===== src/rtl/core/cia_pkg.sv =====
// Shared types and constants of the interval timer and interrupt block.
// Holds the register map, control and flag bit positions and the item types.
// No dependencies.
`default_nettype none

package cia_pkg;

  // Stream widths
  localparam int IN_TDATA_W  = 32;
  localparam int IN_TUSER_W  = 2;
  localparam int OUT_TDATA_W = 16;

  // Item kinds
  localparam logic [1:0] CMD_TICK  = 2'd0;
  localparam logic [1:0] CMD_READ  = 2'd1;
  localparam logic [1:0] CMD_WRITE = 2'd2;

  // Register map
  localparam logic [3:0] REG_PRB  = 4'h1;
  localparam logic [3:0] REG_TALO = 4'h4;
  localparam logic [3:0] REG_TAHI = 4'h5;
  localparam logic [3:0] REG_TBLO = 4'h6;
  localparam logic [3:0] REG_TBHI = 4'h7;
  localparam logic [3:0] REG_SDR  = 4'hC;
  localparam logic [3:0] REG_ICR  = 4'hD;
  localparam logic [3:0] REG_CRA  = 4'hE;
  localparam logic [3:0] REG_CRB  = 4'hF;

  // Control register bits
  localparam int CR_START   = 0;
  localparam int CR_ONESHOT = 3;
  localparam int CR_LOAD    = 4;
  localparam int CRA_INMODE = 5;

  // Timer B input source (control B bits 6..5)
  localparam logic [1:0] SRC_CYCLES = 2'b00;
  localparam logic [1:0] SRC_CNT    = 2'b01;

  // Interrupt flag bits
  localparam int FLAG_TA = 0;
  localparam int FLAG_TB = 1;
  localparam int FLAG_SP = 3;
  localparam int FLAG_IR = 7;

  localparam logic [7:0] FLAG_TICK_MASK = 8'h0f;
  localparam logic [7:0] MASK_BITS      = 8'h1f;
  localparam logic [7:0] ICR_READ_MASK  = 8'h9f;

  localparam logic [15:0] TIMER_RESET = 16'hffff;

  // One input item
  typedef struct packed {
    logic [1:0]  cmd;
    logic [3:0]  reg_address;
    logic [7:0]  write_data;
    logic [15:0] elapsed_cycles;
  } item_t;

  // One result item
  typedef struct packed {
    logic [7:0] read_data;
    logic       irq_pending;
  } result_t;

endpackage

`default_nettype wire


===== src/rtl/core/cia_timer.sv =====
// Down-counter step of one 16-bit interval timer.
// Subtracts a step count and reloads from the latch minus the overshoot.
// Depends on nothing but plain logic.
`default_nettype none

module cia_timer (
  input  logic [15:0] count,
  input  logic [15:0] latch,
  input  logic [15:0] step,
  output logic [15:0] count_next,
  output logic        underflow
);

  // Underflow when the step exceeds the count; reload is latch - (step - count)
  always_comb begin
    underflow = (step > count);
    if (underflow) begin
      count_next = latch - step + count;
    end else begin
      count_next = count - step;
    end
  end

endmodule

`default_nettype wire


===== src/rtl/core/cia_regs.sv =====
// Register file, timers and interrupt control of the block.
// Applies one item per enabled cycle and gives the result combinationally.
// Depends on cia_pkg and cia_timer.
`default_nettype none

module cia_regs (
  input  logic             clk,
  input  logic             rst,
  input  logic             en,
  input  cia_pkg::item_t   item,
  output cia_pkg::result_t result
);

  import cia_pkg::*;

  logic [15:0] count_a, count_b, latch_a, latch_b;
  logic [7:0]  control_a, control_b, irq_flags, irq_mask;
  logic [7:0]  plain_regs [16];

  logic [15:0] count_a_next, count_b_next, latch_a_next, latch_b_next;
  logic [7:0]  control_a_next, control_b_next, irq_flags_next, irq_mask_next;
  logic        plain_we;
  logic [7:0]  read_data;

  logic [15:0] ta_count, tb_count, tb_step;
  logic        ta_under_raw, tb_under_raw, ta_active, tb_active, under_a;
  logic [1:0]  tb_src;
  logic [7:0]  v;

  assign v = item.write_data;

  // Timer A counts cycles only when started and not set to the CNT pin
  assign ta_active = control_a[CR_START] && !control_a[CRA_INMODE];
  assign under_a   = ta_active && ta_under_raw;

  cia_timer u_timer_a (
    .count      (count_a),
    .latch      (latch_a),
    .step       (item.elapsed_cycles),
    .count_next (ta_count),
    .underflow  (ta_under_raw)
  );

  // Timer B source: cycles, CNT (idle, no edges) or timer A underflows
  assign tb_src    = control_b[6:5];
  assign tb_active = control_b[CR_START] && (tb_src != SRC_CNT);
  assign tb_step   = (tb_src == SRC_CYCLES) ? item.elapsed_cycles : {15'd0, under_a};

  cia_timer u_timer_b (
    .count      (count_b),
    .latch      (latch_b),
    .step       (tb_step),
    .count_next (tb_count),
    .underflow  (tb_under_raw)
  );

  // Next-state decode of one item
  always_comb begin
    count_a_next   = count_a;
    count_b_next   = count_b;
    latch_a_next   = latch_a;
    latch_b_next   = latch_b;
    control_a_next = control_a;
    control_b_next = control_b;
    irq_flags_next = irq_flags;
    irq_mask_next  = irq_mask;
    plain_we       = 1'b0;
    read_data      = 8'd0;

    unique case (item.cmd)
      CMD_TICK: begin
        if (ta_active) begin
          count_a_next = ta_count;
          if (ta_under_raw) begin
            irq_flags_next[FLAG_TA] = 1'b1;
            if (control_a[CR_ONESHOT]) control_a_next[CR_START] = 1'b0;
          end
        end
        if (tb_active) begin
          count_b_next = tb_count;
          if (tb_under_raw) begin
            irq_flags_next[FLAG_TB] = 1'b1;
            if (control_b[CR_ONESHOT]) control_b_next[CR_START] = 1'b0;
          end
        end
        if ((irq_flags_next & irq_mask & FLAG_TICK_MASK) != 8'd0) begin
          irq_flags_next[FLAG_IR] = 1'b1;
        end
      end
      CMD_READ: begin
        unique case (item.reg_address)
          REG_PRB:  read_data = 8'd0;
          REG_TALO: read_data = count_a[7:0];
          REG_TAHI: read_data = count_a[15:8];
          REG_TBLO: read_data = count_b[7:0];
          REG_TBHI: read_data = count_b[15:8];
          REG_ICR: begin
            read_data      = irq_flags & ICR_READ_MASK;
            irq_flags_next = 8'd0;
          end
          REG_CRA:  read_data = control_a;
          REG_CRB:  read_data = control_b;
          default:  read_data = plain_regs[item.reg_address];
        endcase
      end
      CMD_WRITE: begin
        unique case (item.reg_address)
          REG_PRB: ;
          REG_TALO: latch_a_next = {latch_a[15:8], v};
          REG_TAHI: begin
            latch_a_next = {v, latch_a[7:0]};
            if (!control_a[CR_START]) count_a_next = {v, latch_a[7:0]};
          end
          REG_TBLO: latch_b_next = {latch_b[15:8], v};
          REG_TBHI: begin
            latch_b_next = {v, latch_b[7:0]};
            if (!control_b[CR_START]) count_b_next = {v, latch_b[7:0]};
          end
          REG_SDR: begin
            plain_we = 1'b1;
            irq_flags_next[FLAG_SP] = 1'b1;
            if (irq_mask[FLAG_SP]) irq_flags_next[FLAG_IR] = 1'b1;
          end
          REG_ICR: begin
            if (v[7]) begin
              irq_mask_next = irq_mask | (v & MASK_BITS);
              if ((irq_flags & irq_mask_next & MASK_BITS) != 8'd0) begin
                irq_flags_next[FLAG_IR] = 1'b1;
              end
            end else begin
              irq_mask_next = irq_mask & ~v;
            end
          end
          REG_CRA: begin
            control_a_next          = v;
            control_a_next[CR_LOAD] = 1'b0;
            if (v[CR_LOAD]) count_a_next = latch_a;
          end
          REG_CRB: begin
            control_b_next          = v;
            control_b_next[CR_LOAD] = 1'b0;
            if (v[CR_LOAD]) count_b_next = latch_b;
          end
          default: plain_we = 1'b1;
        endcase
      end
      default: ;
    endcase
  end

  assign result.read_data   = read_data;
  assign result.irq_pending = irq_flags_next[FLAG_IR];

  // State update
  always_ff @(posedge clk) begin
    if (rst) begin
      count_a   <= TIMER_RESET;
      count_b   <= TIMER_RESET;
      latch_a   <= TIMER_RESET;
      latch_b   <= TIMER_RESET;
      control_a <= 8'd0;
      control_b <= 8'd0;
      irq_flags <= 8'd0;
      irq_mask  <= 8'd0;
      for (int i = 0; i < 16; i++) plain_regs[i] <= 8'd0;
    end else if (en) begin
      count_a   <= count_a_next;
      count_b   <= count_b_next;
      latch_a   <= latch_a_next;
      latch_b   <= latch_b_next;
      control_a <= control_a_next;
      control_b <= control_b_next;
      irq_flags <= irq_flags_next;
      irq_mask  <= irq_mask_next;
      if (plain_we) plain_regs[item.reg_address] <= v;
    end
  end

endmodule

`default_nettype wire


===== src/rtl/core/cia_interval_timers_and_interrupts_core.sv =====
// Interval timers and interrupt control of a 6526-style peripheral block.
// Input stream: one item per accepted beat. s_axis_tuser carries the kind
// (tick, register read, register write); s_axis_tdata carries the register
// number, the write byte and, on ticks, the count of elapsed clock cycles.
// Output stream: exactly one result item per input item, in order, holding
// the byte read (zero for ticks and writes) and the interrupt summary bit.
// Timing: the input register takes the item at the accepting edge, and the
// result register loads from it when the item moves on, which a stalled
// receiver can hold back.
// Throughput: one item per cycle while the receiver takes results; the whole
// register and timer update for an item is combinational between those two
// registers, so the next item already sees the state the previous one left.
// Reset (rst, synchronous): timers and latches to 0xffff, control, flags,
// mask and storage to zero, both stream registers empty.
// When the receiver stalls the result register holds; the input register
// takes one more item, then s_axis_tready drops until the result is taken.
// Depends on cia_pkg, cia_regs and cia_timer.
`default_nettype none

module cia_interval_timers_and_interrupts_core (
  input  logic                             clk,
  input  logic                             rst,
  input  logic                             s_axis_tvalid,
  output logic                             s_axis_tready,
  // [3:0] reg_address, [11:4] write_data, [27:12] elapsed_cycles, [31:28] zero
  input  logic [cia_pkg::IN_TDATA_W-1:0]   s_axis_tdata,
  // [1:0] cmd
  input  logic [cia_pkg::IN_TUSER_W-1:0]   s_axis_tuser,
  output logic                             m_axis_tvalid,
  input  logic                             m_axis_tready,
  // [7:0] read_data, [8] irq_pending, [15:9] zero
  output logic [cia_pkg::OUT_TDATA_W-1:0]  m_axis_tdata
);

  import cia_pkg::*;

  logic    in_valid;
  item_t   in_item;
  logic    out_valid;
  result_t out_result;
  result_t step_result;
  logic    advance;

  // An item moves on when the result register is free or being emptied
  assign advance       = in_valid && (!out_valid || m_axis_tready);
  assign s_axis_tready = !in_valid || advance;

  // Input register
  always_ff @(posedge clk) begin
    if (rst) begin
      in_valid <= 1'b0;
    end else if (s_axis_tready) begin
      in_valid <= s_axis_tvalid;
    end
  end

  always_ff @(posedge clk) begin
    if (s_axis_tvalid && s_axis_tready) begin
      in_item.cmd            <= s_axis_tuser[1:0];
      in_item.reg_address    <= s_axis_tdata[3:0];
      in_item.write_data     <= s_axis_tdata[11:4];
      in_item.elapsed_cycles <= s_axis_tdata[27:12];
    end
  end

  cia_regs u_regs (
    .clk    (clk),
    .rst    (rst),
    .en     (advance),
    .item   (in_item),
    .result (step_result)
  );

  // Result register
  always_ff @(posedge clk) begin
    if (rst) begin
      out_valid <= 1'b0;
    end else if (advance) begin
      out_valid <= 1'b1;
    end else if (m_axis_tready) begin
      out_valid <= 1'b0;
    end
  end

  always_ff @(posedge clk) begin
    if (advance) out_result <= step_result;
  end

  assign m_axis_tvalid = out_valid;
  assign m_axis_tdata  = {7'd0, out_result.irq_pending, out_result.read_data};

endmodule

`default_nettype wire

===== config.mk =====
export PLATFORM = sky130hd
export DESIGN_NAME = cia_interval_timers_and_interrupts_core
export DESIGN_NICKNAME = d
export VERILOG_FILES = /design/src/rtl/core/cia_pkg.sv /design/src/rtl/core/cia_timer.sv /design/src/rtl/core/cia_regs.sv /design/src/rtl/core/cia_interval_timers_and_interrupts_core.sv
export SDC_FILE = /design/constraint.sdc
export NUM_CORES = 1
export LEC_CHECK = 0
export BUFFER_PORTS_ARGS = -buffer_cell sky130_fd_sc_hd__buf_2
export CORE_MARGIN = 2
export CORE_UTILIZATION = 30
export CTS_BUF_LIST = sky130_fd_sc_hd__clkbuf_16
export CTS_CLUSTER_DIAMETER = 50
export DETAILED_ROUTE_END_ITERATION = 16
export PLACE_DENSITY = 0.53
export SLEW_MARGIN = 20
export SYNTH_ARGS = -nofsm -noshare
export SYNTH_HDL_FRONTEND = slang
export SYNTH_HIERARCHICAL = 1
export SYNTH_SLANG_ARGS = --single-unit

===== constraint.sdc =====
create_clock -name clk -period 4.2 [get_ports clk]
set_input_delay 0.21 -clock clk [delete_from_list [all_inputs] [get_ports clk]]
set_output_delay 0.21 -clock clk [all_outputs]
set_load 0.005 [all_outputs]

======== Word-level counts from Yosys, hierarchy flattened ========
Memories as Yosys holds them, arrays and structs flattened. A register that Yosys moved wholly into a read port is not among the register bits.
Index checks and enable logic that the tools add are counted.
cells by class
  add/subtract/negate cells ............... 6
  bitwise operators ....................... 9
  multiplexer cells ....................... 57
  order comparisons ....................... 2
  reduce and logical (&&, ||, !) cells .... 33
  equality and inequality tests ........... 28
operators with widths
  cell                                                             number
  16-bit case mux with 2 select lines                              6
  16-bit two-way mux                                               9
  8-bit case mux with 8 select lines                               1
  16-bit subtractor                                                4
  16-bit adder                                                     2
  16-bit > comparator                                              2
  1-bit two-way mux                                                30
  8-bit two-way mux                                                3
  6-bit AND reduction                                              4
  4-bit AND reduction                                              5
  3-bit != test, second input constant                             6
  4-bit by 3-bit == test with 1-bit output, second input constant  4
  4-bit == test, second input constant                             4
  8-bit nonzero test                                               2
  8-bit OR reduction                                               2
  2-bit by 1-bit != test with 1-bit output, second input constant  7
  3-bit AND reduction                                              4
  8-bit AND                                                        1
  4-bit two-way mux                                                2
  2-bit != test, second input constant                             4
  8-bit inverter                                                   1
  8-bit by 5-bit OR with 8-bit output                              1
  1-bit case mux with 2 select lines                               4
  2-bit nonzero test                                               4
  12 further kinds                                                 23
word-level totals
  flip-flop bits (word level) ............. 131
  memories ................................ 1
  input bits .............................. 38
  output and inout port bits .............. 18
  bits in writable memories ............... 128
memories
  name               depth  bits a word  read ports  clocked after memory_dff  wr ports  line            RTL
  u_regs.plain_regs  16     8            1           1                         16        cia_regs.sv:18  logic [7:0] plain_regs [16];

======== Logic depth before layout (Yosys ltp) ========
  word-level depth ........................ 12
  depth in mapped cells ................... 25
  depth with buffers taken out ............ 25

======== Modules after synthesis ========
The synthesis kept the hierarchy.
by module, submodules not included
  module                                   seq. area each (um^2)  instances  cells an instance  area an instance (um^2)
  cia_regs                                 3653.5                 1          815                7790.0
  cia_timer (u_regs.u_timer_a)             0.0                    1          325                2382.3
  cia_timer (u_regs.u_timer_b)             0.0                    1          302                2113.3
  cia_interval_timers_and_interrupts_core  1211.2                 1          57                 1331.3

======== Worst setup path after synthesis ========
No wires, ideal clock.
  path type ............................... flip-flop to flip-flop
  start ................................... reg in_item[0] in the netlist's numbering
  end ..................................... reg u_regs.count_b[12]
  arrival time ............................ 4.491 ns
  setup slack ............................. -0.410 ns
  clock period less this slack ............ 4.610 ns
  stages on the path, launching flop included .. 24
  path buffers ............................ 0
  library setup time ...................... 0.120 ns
  data required time ...................... 4.080 ns
  path through ............................ edfxtp_1 -> ha_1 -> fa_1 -> nand2b_1 -> a21oi_2 -> o21ai_2 -> o21a_4 -> nor2_8 -> inv_6 -> nand2_1 -> o21ai_0 -> ha_1 -> inv_1 -> ha_1 -> fa_1 -> a21oi_1 -> o211ai_1 -> a21o_1 -> o21a_1 -> o311ai_0 -> o21ai_0 -> nor2_1 -> a211oi_1 -> a211o_1
between the ends
  longest elaborated chain between the ends .. 8
  elaborated cells on any way between the ends .. 10
ends and longest elaborated chain
  element                                  line                                           RTL
  start: declaration                       cia_interval_timers_and_interrupts_core.sv:38  item_t in_item;
  16-bit > comparator (*)                  cia_timer.sv:16                                underflow = (step > count);
  named net u_regs.ta_under_raw            cia_regs.sv:26                                 logic ta_under_raw, tb_under_raw, ta_active, tb_active, under_a;
  1-bit logical AND (*)                    cia_regs.sv:34                                 assign under_a = ta_active && ta_under_raw;
  16-bit two-way mux (*)                   cia_regs.sv:47                                 assign tb_step = (tb_src == SRC_CYCLES) ? item.elapsed_cycles : {15'd0, under_a};
  named net u_regs.tb_step[0]              cia_regs.sv:25                                 logic [15:0] ta_count, tb_count, tb_step;
  16-bit subtractor                        cia_timer.sv:18                                count_next = latch - step + count;
  16-bit adder                             cia_timer.sv:18
  16-bit two-way mux (*)                   cia_timer.sv:17                                if (underflow) begin
  named net u_regs.tb_count[12]            cia_regs.sv:25
  16-bit two-way mux (*)                   cia_regs.sv:79                                 if (tb_active) begin
  16-bit case mux with 2 select lines (*)  cia_regs.sv:70                                 unique case (item.cmd)
  end signal: assignment                   cia_regs.sv:168                                count_b <= count_b_next;
  end: declaration                         cia_regs.sv:16                                 logic [15:0] count_a, count_b, latch_a, latch_b;
The timed path passes the listed nets; every way through them passes the cells marked *. The select of a mux whose other input is x is not followed.
A chain may end at the register's enable or synchronous reset.

======== Worst setup path in the final report ========
  start ................................... reg in_item[0] in the netlist's numbering
  end ..................................... reg u_regs.count_b[12]
between the ends
  elaborated cells on any way between the ends .. 10
RTL lines
  element                              line
  16-bit > comparator                  cia_timer.sv:16
  named net u_regs.ta_under_raw        cia_regs.sv:26
  1-bit logical AND                    cia_regs.sv:34
  16-bit two-way mux                   cia_regs.sv:47
  named net u_regs.tb_step[0]          cia_regs.sv:25
  16-bit > comparator                  cia_timer.sv:16
  named net u_regs.tb_under_raw        cia_regs.sv:26
  16-bit two-way mux                   cia_timer.sv:17
  named net u_regs.tb_count[12]        cia_regs.sv:25
  16-bit two-way mux                   cia_regs.sv:79
  16-bit case mux with 2 select lines  cia_regs.sv:70
The timed path passes the listed nets, and every way through them passes these cells. The select of a mux whose other input is x is not followed.

==> impl_metrics.csv <==
group,metric,value,unit
sta,period_needed,4390,ps
grt,gr-usage-all-layers,18.5,%
die,die_area,47100,um^2
logic_synthesis,synth_area_per_cell,9.08,um^2
power,share_comb_of_total_power,22.4,%
power,cellLeakagePower,0.00689,uW
die,die-width,217,um
logic_synthesis,yosys_warnings,6,
logic_synthesis,synth_seq_area_share,35.7,%
logic_synthesis,syn_inst,1499,
placement,placed_cell_area,14900,um^2
clock_network,cts.htree.levels,4,
clock_network,clockRootBuffer,"clkbuf_16",
logic_synthesis,most_common_cell_in_the_netlist,"inv_1",
detailed_routing,detailedRoute.firstIterationViolations,974,
sta,final.setup.tns,-2390,ps
cells_and_area,areaGrowthSynthToFinish,18.8,%
logic_synthesis,post_synth_instance_area,13600,um^2
die,std_cell_rows,78,
placement,detailedPlacementHpwl,31200,um
sta,achievable-frequency,228,MHz
detailed_routing,detail_route.drc_violations,0,
detailed_routing,drt_first_pass_iters,7,
clock_network,clk_path_buf_depth,2,
grt,grt_first_pass_wirelength,65900,um
sta,relSlewSlack,26.6,%
clock_network,cts-buffers-inserted,17,
cells_and_area,final.fill_count,4583,
die,fp.dieH,217,um
sta,slew_violations,0,
detailed_routing,routedWlPerCell,19.3,um
power,power_report.internal_total,3380,uW
sta,setup_ws,-195,ps
setup_path,criticalPathCategory,"register to register",
logic_synthesis,yosysTopAreaCell,"edfxtp_1",
clock_network,cts_tree,"yes",
power,maximum_vdd_drop,265,uV
logic_synthesis,synth_edf_count,104,
sta,clock-skew-final,15.5,ps
clock_network,cts.sink_count,191,
detailed_routing,postRouteWirelength,43000,um
placement,finalWeightedCongestion,0.894,
power,pwr-share-seq,42.3,%
cells_and_area,num-nets-final,1757,
logic_synthesis,post_synth_most_frequent_cells,"inv_1, a21oi_1, nand2_1",
logic_synthesis,synth_ff_type,"edfxtp_1",
clock_network,clock_transition_time_at_the_flip_flop_clock_pins_of_the_worst_setup_and_hold_paths,80,ps
grt,first_global_vias,11000,
detailed_routing,drt-vias-per-instance,5.11,
cells_and_area,stdcell_area,16200,um^2
placement,numPortBuffers,44,
detailed_routing,detailroute.via_count,11400,
run_status,violated_checks,"setup timing",
sta,timing.hold.ws,149,ps
sta,setup_viol,18,
sta,unrepaired_setup_endpoints_after_global_routing,"yes",
logic_synthesis,synth_top_cells_by_area,"edfxtp_1, dfxtp_1, ha_1",
min_path,timing.hold.worst.class,"input port to register",
die,core-area,45100,um^2
die,ioPinCount,56,
logic_synthesis,yosysTopAreaCellShare,22.9,%
setup_path,cp_data_arrival_time,4780,ps
power,swShare,31.2,%
cells_and_area,layout_cells_sized_above_1,17.5,%
setup_path,worst-endpoint-required,4590,ps
sta,hold_viol,0,
sta,finalCritPeriodShare,105,%
grt,antenna_found_initial,1,
logic_synthesis,yosysUniqueCellTypes,98,
grt,largest_net_degree_at_the_start_of_global_routing,86,
detailed_routing,antenna_violating_nets_post_route,0,
run_status,status,"complete, but fails checks",
grt,overflow,0,
clock_network,worst_skew_pair.late_latency,490,ps
setup_path,setup.worst_path.start_class,"register",
power,clockPowerShare,35.3,%
run,drv.max_cap_violation_count,0,
logic_synthesis,ys_ff_latch,191,
logic_synthesis,post_synth_arst_share,0,%
die,initial_utilization,30.2,%
setup_path,critPathMaxFanout,4,
power,p_sw,1540,uW
setup_path,cp-end-kind,"register",
power,power-per-cell-area,304,nW/um^2
sta,max_slew.worst_pin.slew,1100,ps
cells_and_area,antennaDiodeCount,0,
kinds of logic after synthesis:
kind of cell	Yosys count	share of synthesized area, %
DFF	191	35.7
other	2	0.0552
muxes	62	5.36
buffers and inverters	264	8.44
adders and majority gates	96	10.6
AOI/OAI and AO/OA	408	20.0
and+or+nand+nor	430	16.9
xor gates and xnor gates	46	2.96
area by class of cell:
| cell class | instances | area (um^2) | share of cell area (%) |
|---|---|---|---|
| clock buffers | 17 | 425 | 2.63 |
| clock inverters | 14 | 175 | 1.08 |
| inverters | 174 | 658 | 4.07 |
| multi-input cells | 1050 | 7840 | 48.5 |
| flip-flops and latches | 191 | 4860 | 30.1 |
| well taps | 600 | 751 | 4.64 |
| repair buffers | 189 | 1460 | 9.05 |
stage by stage:
stage / util [%] / instances / power (uW) / worst slack (ps)
2_1_floorplan: - / 1505 / 2790 / -119
3_3_place_gp: 33.1 / 2155 / 3110 / -194
6_report: 35.9 / 2235 / 4920 / -195
3_5_place_dp: 33.1 / 2155 / 3120 / -289
5_1_grt: 35.9 / 2235 / 5150 / -425
4_1_cts: 35.6 / 2230 / 4950 / -185
flip-flops by register name, summed over array words and instances, names as in the netlist, named ones only:
| register | cells |
|---|---|
| u_regs/latch_b | 16 |
| u_regs/latch_a | 16 |
| u_regs/count_b | 16 |
| in_item | 30 |
| u_regs/count_a | 16 |
| u_regs/plain_regs | 65 |
| u_regs/control_b | 7 |
| m_axis_tvalid | 1 |
| in_valid | 1 |
| u_regs/irq_flags | 4 |
| m_axis_tdata | 9 |
| u_regs/control_a | 7 |
cells in the final DEF, fill, tap and decap left out, types with 10 or more instances in the layout:
cell type,netlist,layout
clkbuf_16,0,17
nor2b_1,35,34
o21ai_0,74,64
xnor2_1,18,18
inv_1,172,171
fa_1,32,29
nor2_1,67,65
buf_2,27,43
dfxtp_1,87,87
a211oi_1,33,31
dlygate4sd3_1,0,33
mux2i_1,41,41
nand3_1,25,25
nor3_1,38,38
o21ai_1,18,22
ha_1,64,60
a21o_1,14,14
a21oi_1,118,114
nand2b_1,19,17
xor2_1,28,28
nand2_1,107,104
edfxtp_1,104,104
buf_4,19,102
a31oi_1,10,10
mux2_2,12,12
o211ai_1,16,16
a211o_1,45,45
and2_1,82,82
routing by layer:
metal	global-route usage, %	vias to the layer above	part of all wire (%)
li1	-	5466	-
met1	25.3	5545	46
met2	28.2	337	45
met3	3.75	70	5.5
met4	8.38	0	3.7
met5	0	-	0
repair_timing:
action	CTS	global route
setup endpoints to repair	18	20
setup buffers	10	5
gates cloned	1	0
resized for setup	31	15
pin swaps	32	22
hold buffers	33	0
endpoints found under the hold margin	32	0
worst max-delay path: stages (launching register included):
cell,delay [ps]
edfxtp_1,400
ha_2,210
fa_2,360
nand2b_4,170
a21oi_4,180
o21ai_4,80
o21a_4,240
nor2_8,100
inv_6,40
nand2_4,60
o21ai_4,80
buf_4,140
buf_6,110
ha_4,150
fa_2,330
nand2b_4,150
a21o_1,190
a31oi_2,190
a21o_1,170
o211ai_4,100
buf_6,140
buf_6,110
o311ai_2,50
o21ai_1,110
nor2_1,140
a211oi_2,40
a211o_1,230
path summary, 6_finish.rpt:
| path | startpoint | to | slack (ps) | depth (start not counted) |
|---|---|---|---|---|
| max | in_item[0]$_DFFE_PP_ | u_regs/count_b[12]$_SDFFE_PP1P_ | -190 | 26 |
| min | rst | m_axis_tvalid$_SDFFE_PP0P_ | 150 | 2 |
| max reg2reg | in_item[0]$_DFFE_PP_ | u_regs/count_b[12]$_SDFFE_PP1P_ | -190 | 26 |
| min reg2reg | u_regs/control_a[7]$_SDFFE_PP0P_ | u_regs/control_a[7]$_SDFFE_PP0P_ | 480 | 2 |
power groups by stage:
| stage | sequential, uW | combinational (uW) | clock [uW] |
|---|---|---|---|
| floorplan | 2090 | 707 | 0 |
| finish | 2080 | 1100 | 1740 |
| global route | 2090 | 1200 | 1870 |
| global placement | 2120 | 989 | 0 |
| CTS | 2080 | 1070 | 1790 |
| detailed placement | 2120 | 996 | 0 |
(Power assumes the default switching activity.)
